$ cat src/hw/rtl/dssu_pkg.sv
package dssu_pkg;

  // Fixed-point formats
  localparam int CHUNK_W   = 16;   // operand digit handled per multiply
  localparam int COEF_W    = 40;   // coefficient width
  localparam int COEF_FRAC = 38;   // coefficient fraction bits
  localparam int N_STATE   = 4;
  localparam int N_DRIVE   = 3;
  localparam int N_TERM    = N_STATE + N_DRIVE;
  localparam int TERM_W    = 3;
  localparam int ACC_GUARD = 3;    // headroom for the seven-term row sum

  // Per-cycle lane control, driven by the sequencer
  typedef struct packed {
    logic              clr;      // clear accumulator (new word accepted)
    logic              mul_en;   // multiply this digit by the coefficient
    logic              top;      // digit is the signed top digit
    logic [TERM_W-1:0] term;     // column: x0..x3, then drives a..c
  } dssu_ctl_t;

  // Decimal mantissa * 10^-exp10 to signed Q2.38, round half up on magnitude
  function automatic logic signed [COEF_W-1:0] dec_q38(input logic [63:0] mant,
                                                       input int exp10,
                                                       input logic neg);
    logic [127:0] v;
    v = 128'(mant) << (COEF_FRAC + 1);
    for (int k = 0; k < exp10; k++) v = v / 128'd10;
    v = (v + 128'd1) >> 1;
    return neg ? $signed(-COEF_W'(v)) : $signed(COEF_W'(v));
  endfunction

  // Row i: A columns for x0..x3, then B columns for drives a..c
  localparam logic signed [COEF_W-1:0] COEF_TAB [N_STATE][N_TERM] = '{
    '{dec_q38(64'd999411495568444, 15, 1'b0), dec_q38(64'd100830960387419, 20, 1'b0),
      dec_q38(64'd224902693821756, 18, 1'b0), dec_q38(64'd29430909213924, 15, 1'b0),
      dec_q38(64'd198237047463068, 16, 1'b0), dec_q38(64'd991184660068532, 17, 1'b1),
      dec_q38(64'd991185814562149, 17, 1'b1)},
    '{dec_q38(64'd100830960387419, 20, 1'b1), dec_q38(64'd999411495568444, 15, 1'b0),
      dec_q38(64'd29430909213924, 15, 1'b1), dec_q38(64'd224902693821756, 18, 1'b0),
      dec_q38(64'd666547200502782, 23, 1'b1), dec_q38(64'd171678352401599, 16, 1'b0),
      dec_q38(64'd171678285746878, 16, 1'b1)},
    '{dec_q38(64'd685042872624856, 19, 1'b0), dec_q38(64'd26901914194539, 20, 1'b1),
      dec_q38(64'd999939993871078, 15, 1'b0), dec_q38(64'd785266328386251, 17, 1'b1),
      dec_q38(64'd67927769461335, 20, 1'b0), dec_q38(64'd341178911449813, 21, 1'b1),
      dec_q38(64'd338098783163537, 21, 1'b1)},
    '{dec_q38(64'd269019141945391, 21, 1'b0), dec_q38(64'd685042872624856, 19, 1'b0),
      dec_q38(64'd785266328386251, 17, 1'b0), dec_q38(64'd999939993871078, 15, 1'b0),
      dec_q38(64'd177831289513944, 23, 1'b0), dec_q38(64'd587382583311719, 21, 1'b0),
      dec_q38(64'd589160896206859, 21, 1'b1)}
  };

endpackage

$ cat src/hw/rtl/dssu_rndsat.sv
module dssu_rndsat import dssu_pkg::*; #(
  parameter int DATA_WIDTH = 32,
  localparam int ACC_W = DATA_WIDTH + COEF_W + ACC_GUARD
) (
  input  logic signed [ACC_W-1:0]      acc,
  output logic signed [DATA_WIDTH-1:0] res
);

  localparam int SH_W = ACC_W - COEF_FRAC;
  localparam logic signed [ACC_W-1:0] HALF = ACC_W'(1) <<< (COEF_FRAC - 1);
  localparam logic signed [DATA_WIDTH-1:0] SAT_MAX = {1'b0, {(DATA_WIDTH - 1){1'b1}}};
  localparam logic signed [DATA_WIDTH-1:0] SAT_MIN = {1'b1, {(DATA_WIDTH - 1){1'b0}}};

  logic signed [ACC_W-1:0]          biased;
  logic signed [SH_W-1:0]           shifted;
  logic [SH_W-DATA_WIDTH:0]         upper;
  logic                             fits;

  // Round to nearest, ties up, then drop the fraction
  assign biased  = acc + HALF;
  assign shifted = SH_W'(biased >>> COEF_FRAC);

  // In range when all bits above the result sign agree
  assign upper = shifted[SH_W-1:DATA_WIDTH-1];
  assign fits  = (&upper) | ~(|upper);

  always_comb begin
    if (fits) begin
      res = shifted[DATA_WIDTH-1:0];
    end else if (shifted[SH_W-1]) begin
      res = SAT_MIN;
    end else begin
      res = SAT_MAX;
    end
  end

endmodule

$ cat config.mk
export PLATFORM = sky130hd
export DESIGN_NAME = dssu_rndsat
export DESIGN_NICKNAME = d
export VERILOG_FILES = /design/src/hw/rtl/dssu_pkg.sv /design/src/hw/rtl/dssu_rndsat.sv
export SDC_FILE = /design/constraint.sdc
export NUM_CORES = 1
export LEC_CHECK = 0
export ABC_CLOCK_PERIOD_IN_PS = 4500
export BUFFER_PORTS_ARGS = -buffer_cell sky130_fd_sc_hd__buf_2
export CORE_MARGIN = 8
export CORE_UTILIZATION = 45
export DETAILED_ROUTE_END_ITERATION = 10
export PLACE_DENSITY = 0.91
export SLEW_MARGIN = 20
export SYNTH_ARGS = -nofsm -noshare
export SYNTH_HDL_FRONTEND = slang
export SYNTH_SLANG_ARGS = --single-unit
export TNS_END_PERCENT = 30
$ cat constraint.sdc
create_clock -name vclk -period 4.5
set_input_delay 0.225 -clock vclk [all_inputs]
set_output_delay 0.225 -clock vclk [all_outputs]
set_load 0.01 [all_outputs]
-- After elaboration in Yosys (flattened, before gate mapping)
Cells that the tools add are included.
- logic and storage cells: 7
- register bits after elaboration: 0
- output and inout port bits: 32
- input bits: 75
- bitwise logic cells: 2
- add/subtract/negate cells: 1
- reduce and logical (&&, ||, !) cells: 2
- multiplexer cells: 2
- operators with widths (cell ; count):
    75-bit by 39-bit adder with 75-bit output (second input constant) ; 1
    32-bit 2-to-1 mux ; 2
    6-bit AND reduction ; 1
    6-bit OR reduction ; 1
    1-bit NOT ; 1
    1-bit OR ; 1

-- Longest topological paths before layout
- word-level depth: 5
- depth in mapped cells: 11
- gate-level depth less buffers: 8

-- Worst setup path before layout
No wires, ideal clock.
- kind: input port to output port
- start: in acc[45]
- end: out res[10]
- stages: 10
- path buffers: 3
- data required time: 4.275 ns
- data arrival time: 2.118 ns
- slack: 2.157 ns
- cells stage by stage: and4_4 > and2_4 > buf_6 > nand4_2 > or3_1 > clkbuf_1 > xnor2_2 > and2_1 > buf_4 > nor3_1
- longest elaborated chain between the ends: 5
- elaborated cells on any way between the ends: 7
- those cells by class: add/sub: 1; mux: 2; bitwise: 2; reduce/logical: 2
- ends and longest elaborated chain (item ; RTL line ; text):
    from (decl) ; dssu_rndsat.sv:5 ; input logic signed [ACC_W-1:0] acc,
    75-bit by 39-bit adder with 75-bit output (*) ; dssu_rndsat.sv:20 ; assign biased = acc + HALF;
    6-bit OR reduction ; dssu_rndsat.sv:25 ; assign fits = (&upper) | ~(|upper);
    1-bit NOT ; dssu_rndsat.sv:25 ;
    1-bit OR ; dssu_rndsat.sv:25 ;
    32-bit 2-to-1 mux (*) ; dssu_rndsat.sv:28 ; if (fits) begin
    to (decl) ; dssu_rndsat.sv:6 ; output logic signed [DATA_WIDTH-1:0] res
Mark *: on every way between the ends. The rest lies on a longest branch, timed or not.

-- Final worst setup path
- start: in acc[37]
- end: out res[5]
The elaborated chain is that of the path after synthesis.

==> key figures <==
Status
  – Run status: finished, final reports clean

Final layout
  – FFs & Latches: 0
  – Layout overhead on the synthesized area: 24.67%
  – Register Area: 0 µm²
  – Share of final-layout standard cells stronger than drive strength 1: 0.3120
  – Final antenna diode count: 0
  – Number of nets in the finished design: 344
  – Number of clock-tree buffers in the layout: 0
  – Number of fill cells in the layout: 263

Floorplan
  – Full die area: around 0.0049 mm²
  – Number of ports placed on the die boundary: roughly 110
  – X dimension of the die: 70.24 µm
  – Starting utilization of the core area: 0.4759
  – Floorplan die height: 70.24 µm
  – Placeable Area: 0.002781 mm²
  – Row cnt: 19

Pwr
  – Fraction of power spent switching nets: 0.5949
  – Sw power: 70.09 µW
  – Power consumption: 117.8 µW
  – Sequential cell fraction of total power: 0
  – Clock network power share: 0
  – Int Power: 47.72 µW
  – Static Leak: 0.6926 nW
  – Part of the power in combinational logic: 1.000
  – Power Dens Cells: a little over 70 mW/mm²
  – Largest voltage drop on the vdd net: 0.00004299 V

Yosys
  – Netlist Area Pre-Place: between 0.001 and 0.0015 mm²
  – Leading cell types by count after synthesis: nor2_1 (29), nor3_1 (19), a211oi_1 (18)
  – Warnings, synthesis: 0
  – Sequential share of the synthesized area: 0
  – Count of cell types in the netlist: ~40
  – Syn nets: 285
  – Share of the synthesized area in the top cell type: 0.1059
  – Cell with the most instances after synthesis: nor2_1
  – Cell taking the most area after synthesis: xor2_1
  – Largest cells by area after synthesis: xor2_1 (11%), a211oi_1 (10%), xnor2_1 (8.6%), nor2_1 (8.2%), nor3_1 (7.2%)
  – Mean post-synth cell area: 6.334 µm²
  – Cell count after synthesis: roughly 210

STA
  – Fin crit period: 3.504 ns
  – Achievable frequency: 285.4 MHz
  – Slew of the pin with the lowest slew margin: about 0.8 ns
  – Minimum setup slack in the final design: 0.9964 ns
  – Count of final max-slew check failures: 0
  – Setup TNS: 0 ns
  – Count of endpoints failing setup in the final report: 0
  – Final hold violation count: 0
  – Slew margin rel.: 0.4651
  – Final-layout worst hold slack: around 0.85 ns
  – Fin crit share: 0.7786
  – Unrepaired setup endpoints after global routing: no

Clock network
  – CTS Hold Bufs: 0
  – Post-CTS resize count: 0
  – Setup bufs post-CTS: 0

Critical path
  – Worst-path maximum fanout: 22
  – Sort of element at the start of the critical path: input port
  – Critical path class: in -> out
  – Data arrival, critical path: 3.28 ns
  – Element type at the critical path end: primary output
  – Crit path required time: about 4.3 ns

Global route
  – Initial antenna violation count: 0
  – First-pass GRT wire length: 7.659 mm
  – Overflow after GRT: 0
  – Via count of the first global-routing pass: between 1500 and 2000
  – Overall track demand over capacity in global routing: 0.1698
  – Maximum number of pins on one net before global-route repair: 23

Route
  – Iteration count of the initial detailed-routing pass: 4
  – Iter 0 DRT Violations: 189
  – Detailed-route vias per instance: 6.027
  – Count of nets left with antenna violations after detail routing: 0
  – Routed via count: between 1500 and 2000
  – DR WL/cell: between 10 and 15 µm
  – DRC violations left: 0
  – Total length of routed wires: 4.432 mm

Worst hold path
  – Worst Hold Depth: 3
  – Worst min-delay path class: in -> out

Placement
  – # port buffers: 70
  – Pre-CTS worst setup slack: 1.055 ns
  – Routability congestion estimate: 0.9090
  – Detailed placer's ending HPWL: 3.448 mm

Run
  – Max-capacitance violation count: 0
-- cell type report --
type	instances	area (µm²)	share of cell area
Multi-Input combinational cell	190	1227	0.7437
Timing Repair Buffer	73	372.9	0.2259
Tap cell	31	38.79	0.02350
Inverter	3	11.26	0.006823
-- per-layer routing --
layer	wire, µm	track usage	vias to the layer above
met4	21	0.01563	0
met2	2162	0.3028	75
li1	-	-	908
met1	1938	0.2153	805
met5	0	0	-
met3	309	0.02260	2
-- worst paths after layout --
kind / from / to / slack (ns)
max: acc[37] / res[5] / 1.0
min: acc[74] / res[31] / 0.85
-- through the flow --
| step | std cells | util | instance area (µm²) |
|---|---|---|---|
| floorplan | 209 | - | 1324 |
| global placement | 297 | 0.5933 | 1650 |
| detailed placement | 297 | 0.5933 | 1650 |
| CTS | 297 | 0.5933 | 1650 |
| global route | 297 | 0.5933 | 1650 |
| finish | 297 | 0.5933 | 1650 |
-- power groups by stage --
stage               registers, mW  logic (mW)  clock network (mW)
floorplan                       0      0.0629                   0
global placement                0       0.115                   0
detailed placement              0       0.117                   0
CTS                             0       0.118                   0
global route                    0       0.130                   0
finish                          0       0.118                   0
-- cells by family (layout without fill, tap and decap cells) --
logic type	after synthesis	count (layout)	share of synthesized area
buf+inv	19	76	0.07844
fa+ha+maj	1	1	0.009450
compound gates	44	44	0.2335
simple gates	115	115	0.4745
xor+xnor	30	30	0.2042
-- cells in the final DEF (no fill, tap or decap) --
| master | count |
|---|---|
| o31a_1 | 2 |
| and3_1 | 8 |
| nor3_1 | 19 |
| nor3b_1 | 1 |
| and2_4 | 1 |
| and4b_1 | 1 |
| buf_2 | 70 |
| a21oi_1 | 3 |
| and2_1 | 3 |
| a211oi_1 | 18 |
| o21ai_0 | 1 |
| nand3_1 | 11 |
| nand2_1 | 15 |
| o211ai_1 | 1 |
| and3b_1 | 1 |
| nand4_1 | 10 |
| nor3_4 | 1 |
| xnor2_1 | 13 |
| nor2_1 | 29 |
| or2_2 | 1 |
| ha_1 | 1 |
| or3_4 | 1 |
| or3_1 | 2 |
| a41oi_1 | 1 |
| nor4_1 | 2 |
| nor2b_1 | 1 |
| nand4_2 | 1 |
| a31oi_1 | 15 |
| nand3_2 | 1 |
| xor2_1 | 16 |
| and4_1 | 4 |
| a211o_1 | 1 |
| xnor2_2 | 1 |
| and4_4 | 1 |
| buf_4 | 3 |
| o32ai_2 | 1 |
| nor4_2 | 1 |
| a311oi_1 | 1 |
| inv_1 | 3 |
-- worst max-delay path: stages --
cell     delay, ns
buf_2         0.10
ha_1          0.20
and4_1        0.27
nor2b_1       0.29
buf_4         0.22
nor2_1        0.04
o21ai_0       0.17
o31a_1        0.67
and2_1        0.53
buf_4         0.31
nor3_1        0.09
buf_2         0.14
(Power assumes the default switching activity.)
