**src/hw/rtl/dssu_pkg.sv**
```systemverilog
package dssu_pkg;

  // Fixed-point formats
  localparam int CHUNK_W   = 16;   // operand digit handled per multiply
  localparam int COEF_W    = 40;   // coefficient width
  localparam int COEF_FRAC = 38;   // coefficient fraction bits
  localparam int N_STATE   = 4;
  localparam int N_DRIVE   = 3;
  localparam int N_TERM    = N_STATE + N_DRIVE;
  localparam int TERM_W    = 3;
  localparam int ACC_GUARD = 3;    // headroom for the seven-term row sum

  // Per-cycle lane control, driven by the sequencer
  typedef struct packed {
    logic              clr;      // clear accumulator (new word accepted)
    logic              mul_en;   // multiply this digit by the coefficient
    logic              top;      // digit is the signed top digit
    logic [TERM_W-1:0] term;     // column: x0..x3, then drives a..c
  } dssu_ctl_t;

  // Decimal mantissa * 10^-exp10 to signed Q2.38, round half up on magnitude
  function automatic logic signed [COEF_W-1:0] dec_q38(input logic [63:0] mant,
                                                       input int exp10,
                                                       input logic neg);
    logic [127:0] v;
    v = 128'(mant) << (COEF_FRAC + 1);
    for (int k = 0; k < exp10; k++) v = v / 128'd10;
    v = (v + 128'd1) >> 1;
    return neg ? $signed(-COEF_W'(v)) : $signed(COEF_W'(v));
  endfunction

  // Row i: A columns for x0..x3, then B columns for drives a..c
  localparam logic signed [COEF_W-1:0] COEF_TAB [N_STATE][N_TERM] = '{
    '{dec_q38(64'd999411495568444, 15, 1'b0), dec_q38(64'd100830960387419, 20, 1'b0),
      dec_q38(64'd224902693821756, 18, 1'b0), dec_q38(64'd29430909213924, 15, 1'b0),
      dec_q38(64'd198237047463068, 16, 1'b0), dec_q38(64'd991184660068532, 17, 1'b1),
      dec_q38(64'd991185814562149, 17, 1'b1)},
    '{dec_q38(64'd100830960387419, 20, 1'b1), dec_q38(64'd999411495568444, 15, 1'b0),
      dec_q38(64'd29430909213924, 15, 1'b1), dec_q38(64'd224902693821756, 18, 1'b0),
      dec_q38(64'd666547200502782, 23, 1'b1), dec_q38(64'd171678352401599, 16, 1'b0),
      dec_q38(64'd171678285746878, 16, 1'b1)},
    '{dec_q38(64'd685042872624856, 19, 1'b0), dec_q38(64'd26901914194539, 20, 1'b1),
      dec_q38(64'd999939993871078, 15, 1'b0), dec_q38(64'd785266328386251, 17, 1'b1),
      dec_q38(64'd67927769461335, 20, 1'b0), dec_q38(64'd341178911449813, 21, 1'b1),
      dec_q38(64'd338098783163537, 21, 1'b1)},
    '{dec_q38(64'd269019141945391, 21, 1'b0), dec_q38(64'd685042872624856, 19, 1'b0),
      dec_q38(64'd785266328386251, 17, 1'b0), dec_q38(64'd999939993871078, 15, 1'b0),
      dec_q38(64'd177831289513944, 23, 1'b0), dec_q38(64'd587382583311719, 21, 1'b0),
      dec_q38(64'd589160896206859, 21, 1'b1)}
  };

endpackage

```
**src/hw/rtl/dssu_lane.sv**
```systemverilog
module dssu_lane import dssu_pkg::*; #(
  parameter int DATA_WIDTH = 32,
  parameter int ROW = 0,
  localparam int NCH = (DATA_WIDTH + CHUNK_W - 1) / CHUNK_W,
  localparam int CH_W = (NCH > 1) ? $clog2(NCH) : 1,
  localparam int ACC_W = DATA_WIDTH + COEF_W + ACC_GUARD
) (
  input  logic                    clk,
  input  logic                    rst,
  input  dssu_ctl_t               ctl,
  input  logic [CH_W-1:0]         chunk_idx,
  input  logic [CHUNK_W-1:0]      digit,
  output logic signed [ACC_W-1:0] acc
);

  localparam int PROD_W = CHUNK_W + 1 + COEF_W;

  logic signed [COEF_W-1:0]  coef;
  logic signed [CHUNK_W:0]   dig;
  logic signed [PROD_W-1:0]  prod;
  logic [CH_W-1:0]           chunk_d;
  logic                      mul_v;
  logic signed [ACC_W-1:0]   addend;

  // Coefficient of this row for the current column
  assign coef = (ctl.term < TERM_W'(N_TERM)) ? COEF_TAB[ROW][ctl.term] : '0;

  // Low digits are unsigned, the top digit carries the sign
  assign dig = ctl.top ? $signed({digit[CHUNK_W-1], digit}) : $signed({1'b0, digit});

  // Product register
  always_ff @(posedge clk) begin
    if (ctl.mul_en) begin
      prod    <= dig * coef;
      chunk_d <= chunk_idx;
    end
  end

  always_ff @(posedge clk) begin
    if (rst) begin
      mul_v <= 1'b0;
    end else begin
      mul_v <= ctl.mul_en;
    end
  end

  // Weight the partial product by its digit position
  assign addend = ACC_W'(prod) <<< (CHUNK_W * chunk_d);

  // Exact row accumulator
  always_ff @(posedge clk) begin
    if (ctl.clr) begin
      acc <= '0;
    end else if (mul_v) begin
      acc <= acc + addend;
    end
  end

endmodule

```
**config.mk**
```make
export PLATFORM = sky130hd
export DESIGN_NAME = dssu_lane
export DESIGN_NICKNAME = d
export VERILOG_FILES = /design/src/hw/rtl/dssu_pkg.sv /design/src/hw/rtl/dssu_lane.sv
export SDC_FILE = /design/constraint.sdc
export NUM_CORES = 2
export LEC_CHECK = 0
export BUFFER_PORTS_ARGS = -buffer_cell sky130_fd_sc_hd__buf_2
export CAP_MARGIN = 25
export CORE_AREA = 8 8 264 317
export DETAILED_ROUTE_END_ITERATION = 10
export DIE_AREA = 0 0 272 325
export HOLD_SLACK_MARGIN = 0.05
export SLEW_MARGIN = 30
export SYNTH_ARGS = -nofsm -noshare
export SYNTH_HDL_FRONTEND = slang
export SYNTH_SLANG_ARGS = --single-unit
```
**constraint.sdc**
```tcl
create_clock -name clk -period 10.85 [get_ports clk]
set_clock_uncertainty 0.05 [all_clocks]
set_input_delay 0 -clock clk [delete_from_list [all_inputs] [get_ports clk]]
set_output_delay 0 -clock clk [all_outputs]
set_load 0.02 [all_outputs]
```
======== Word level (Yosys, flattened, before mapping) ========
Memory sizes are Yosys's and may differ from the RTL's.
Index checks and enable logic that the tools add are counted.
operators by class
  shifts and indexed selects .............. 1
  multiply operators ...................... 1
  magnitude comparators ................... 2
  $add $sub $neg .......................... 1
  bitwise gates (word level) .............. 1
  mux-type cells .......................... 4
operators with widths
  operator                                                   count
  two-way mux 40 bit                                         3
  adder 75 bit                                               1
  <<< shifter 57 x 5 -> 75 bit                               1
  multiplier 17 x 40 -> 57 bit                               1
  two-way mux 17 bit                                         1
  greater-or-equal comparator 4 bit (second input constant)  1
  inverter 3 -> 4 bit                                        1
  < comparator 3 bit (second input constant)                 1
word-level totals
  output and inout bits ................... 75
  flip-flop bits (word level) ............. 134
  bits in read-only memories .............. 320
  input port bits ......................... 25
  memories ................................ 1
  logic and storage cells ................. 15
memories
  memory            depth  width  read ports  clocked after memory_dff  write ports  RTL line         source
  (name not given)  8      40     1           0                         0            dssu_lane.sv:26  assign coef = (ctl.term < TERM_W'(N_TERM)) ? COEF_TAB[ROW][ctl.term] : '0;

======== Logic depth before layout (Yosys ltp) ========
  word-level depth ........................ 6
  gate-level depth with buffers ........... 33
  depth with buffers taken out ............ 30

======== Least setup slack after synthesis ========
OpenSTA, ideal clock, no wires.
  path type ............................... input -> register
  from .................................... input port ctl[1] in the netlist's numbering
  to ...................................... register prod[56], data pin
  setup time .............................. 0.260 ns
  stages .................................. 32
  arrival time ............................ 7.236 ns
  data required time ...................... 10.540 ns
  slack ................................... 3.304 ns
  path through ............................ clkbuf_1 -> inv_1 -> ha_1 -> nor2b_1 -> clkbuf_1 -> nor2_1 -> clkbuf_1 -> nand2_1 -> fa_1 -> inv_1 -> fa_1 -> inv_1 -> fa_1 -> inv_1 -> fa_1 -> fa_1 -> inv_1 -> fa_1 -> inv_1 -> ha_1 -> clkbuf_1 -> a21o_1 -> a21o_1 -> a21o_1 -> a2111oi_2 -> a21o_2 -> o311ai_1 -> a21o_1 -> a221oi_2 -> o21ai_2 -> a211oi_2 -> xnor2_1
on the way
  cells in the longest elaborated chain, start to end .. 6
  elaborated cells on any way between the ends .. 7
RTL lines
  element                                                RTL line         source
  start: declaration                                     dssu_lane.sv:10  input dssu_ctl_t ctl,
  inverter 3 -> 4 bit (implied by the code)              dssu_lane.sv:26
  memory read (8 x 40 bit)                               --
  two-way mux 40 bit (implied by the code) (2 in a row)  dssu_lane.sv:26
  two-way mux 40 bit (*)                                 dssu_lane.sv:26
  multiplier 17 x 40 -> 57 bit (*)                       dssu_lane.sv:34  prod <= dig * coef;
  end signal: assignment                                 dssu_lane.sv:34
  end: declaration                                       dssu_lane.sv:20  logic signed [PROD_W-1:0] prod;
Mark *: on every way between the ends. The rest lies on a longest branch, timed or not. The select of a mux whose other input is x is not followed.
A chain may end at the register's enable or synchronous reset.

======== Worst setup path after layout ========
  from .................................... input port ctl[1] in the netlist's numbering
  to ...................................... register prod[55], data pin
The elaborated chain is that of the path after synthesis.

==> results.toml <==
[detailed_routing]
antenna_left = 0
drcViolationCount = 0
first_pass_iters = 5
num_vias = 23245
viasPerCell = 5.18
drt_iter0_markers = 1694
wl_per_cell_um = 20.4
postRouteWirelength_um = 91500

[critical_path]
critPathLaunchType = "input pin"
cp_max_fo = 12
worstPathBufferInverterCount = 5
cp.arrival_ps = 8130
cpPeakStageDelay_ps = 890
crit_required_ps = 10990
crit_slowest_cell = "nor2b_1"
crit_type = "input pin to flop"
end_kind = "flop"
cp_top_family = "adder cells"
crit_top_cell = "fa_1"

[synthesis]
ys_ff_latch = 134
synth_flop_cell = "dfxtp_1"
syn_inst = 3447
ys_types = 77
synthDominantAreaCellType = "fa_1"
ys_warn_count = 0
synth_area_leaders = "fa_1, inv_1, ha_1"
netlist_area_mm2 = 0.0310
synth_fp_nets = 4300
synth-edff-count = 58
synth_top_area_share_pct = 40.0
syn_avg_cell_area_um2 = 9.01
async_flop_share_pct = 0
synth_seq_area_share_pct = 10.5

[timing]
fin_crit_sh_pct = 73.6
finalMaxSlewViolations = 0
fin_crit_ps = 7990
tns_ps = 0
rsz0062_at_grt = "false"
maxSlewHeadroom_pct = 25.7
fmax_ghz = 0.125
worst_pin_slew_ps = 1110
final_hold_viol_count = 0
final-setup-viol-count = 0

[floorplan]
die_w_um = 272
rows = 113
pin_count = 100
core_mm2 = 0.0785
start_util_pct = 39.6
die-area_mm2 = 0.0884
die_h_um = 325

[finish]
layout_commonest_cell = "inv_1"
final_core_util_pct = 42.3
fin_cells = 4490
nFillCells = 7804
drive_gt1_share_pct = 6.37
mostFrequentLayoutCells = "inv_1, fa_1, nand2_1, ha_1, and2_1"
area_growth_pct = 7.05
multiInputGateArea_mm2 = 0.0244
seqCellArea_mm2 = 0.00327
nNetsFinal = 4293

[cts]
cts_resized = 0
clk_latency_ps = 450
cts_max_level = 4
clock_sinks = 134
cts_tree = "yes"
cts_buffers = 17
post_cts_buffers = 0
cts.clk_slew.worst_paths_ps = 60
cts_root_buffer = "clkbuf_16"
clk_path_buf_depth = 2

[placement]
io_buffers = 99
dp.cells = 4453
place_congestion = 0.947
hpwl_um = 74800

[global_route]
overflow = 0
grt_pass1_vias = 24793
grt_pass1_wl_um = 143000
grt_max_degree = 74
grt_use_total_pct = 20.8
antenna_found_initial = 6

[job]
cap_violations = 0

[outcome]
status = "complete, no violations"

[min_path]
hold_class = "input pin to flop"
timing repair:
item | 4_1_cts | 5_1_grt
endpoints found under the hold margin | 23 | 0
hold buffers | 3 | 0
endpoints found under the setup margin | 0 | 0
registers in the layout, indices dropped and copies added, names as in the netlist:
register,cells
mul_v,1
acc,75
chunk_d,1
prod,57
Yosys cell counts (all sizes together), types with 15 or more instances:
cell type / instances
mux2: 41
dfxtp: 76
nand4: 41
nor2b: 49
a21o: 87
xor2: 39
o21bai: 24
o21a: 17
and3: 28
nor3: 18
xnor2: 80
a31oi: 15
fa: 621
and2: 175
o21ai: 86
nand2: 361
mux2i: 51
nand2b: 18
nand3: 27
nor2: 165
clkbuf: 143
ha: 207
edfxtp: 58
inv: 748
a21oi: 148
worst register-to-register path: cells and delay by family (launching register included):
kind / cells / cell delay, ps
buffers and inverters: 1 / 620
AND/OR/NAND/NOR: 4 / 1230
AO/OA/AOI/OAI: 5 / 1360
flip-flops: 1 / 320
adder cells (fa/ha/maj): 1 / 470
multiplexers: 2 / 850
worst paths after layout:
kind / end / cells after the start / startpoint / slack [ps]
min: mul_v / 3 / rst / 180
max reg2reg: acc[74] / 13 / chunk_d / 5880
min reg2reg: acc[54] / 2 / acc[54] / 450
max: prod[55] / 27 / ctl[1] / 2860
through the flow:
stage	hold WS, ps	worst slack (ps)	area (um2)
global placement	117	2610	32500
floorplan	21.6	3300	31000
finish	182	2860	33200
CTS	171	3030	33200
detailed placement	115	2550	32500
global route	217	2610	33200
routing by layer:
| layer | track usage [%] | wire (um) | up-vias |
|---|---|---|---|
| met1 | 26.2 | 38100 | 11633 |
| met5 | 0 | 30 | - |
| li1 | - | - | 10672 |
| met3 | 2.71 | 5220 | 173 |
| met2 | 35.8 | 44500 | 763 |
| met4 | 8.34 | 3750 | 4 |
cell families (layout without fill, tap and decap cells):
group | count (synthesis) | after routing | share of synthesized area [%]
adder cells (fa/ha/maj) | 828 | 828 | 48.4
flip-flops | 134 | 134 | 10.5
XOR/XNOR | 119 | 119 | 3.36
other | 0 | 2 | 0
AO/OA/AOI/OAI | 461 | 461 | 9.63
buffers and inverters | 904 | 910 | 11.0
AND/OR/NAND/NOR | 909 | 909 | 14.0
multiplexers | 92 | 92 | 3.13
final cells by class:
class / count / share of cell area, %
diodes: 2 / 0.0151
clock buffers: 18 / 1.32
clock inverters: 14 / 0.836
inverters: 749 / 8.46
multi-input cells: 2409 / 73.4
flip-flops and latches: 134 / 9.83
well taps: 1035 / 3.90
repair buffers: 129 / 2.19
Power is not shown: default switching activity piles up to over one toggle a cycle in this logic, so the estimate is an artifact.
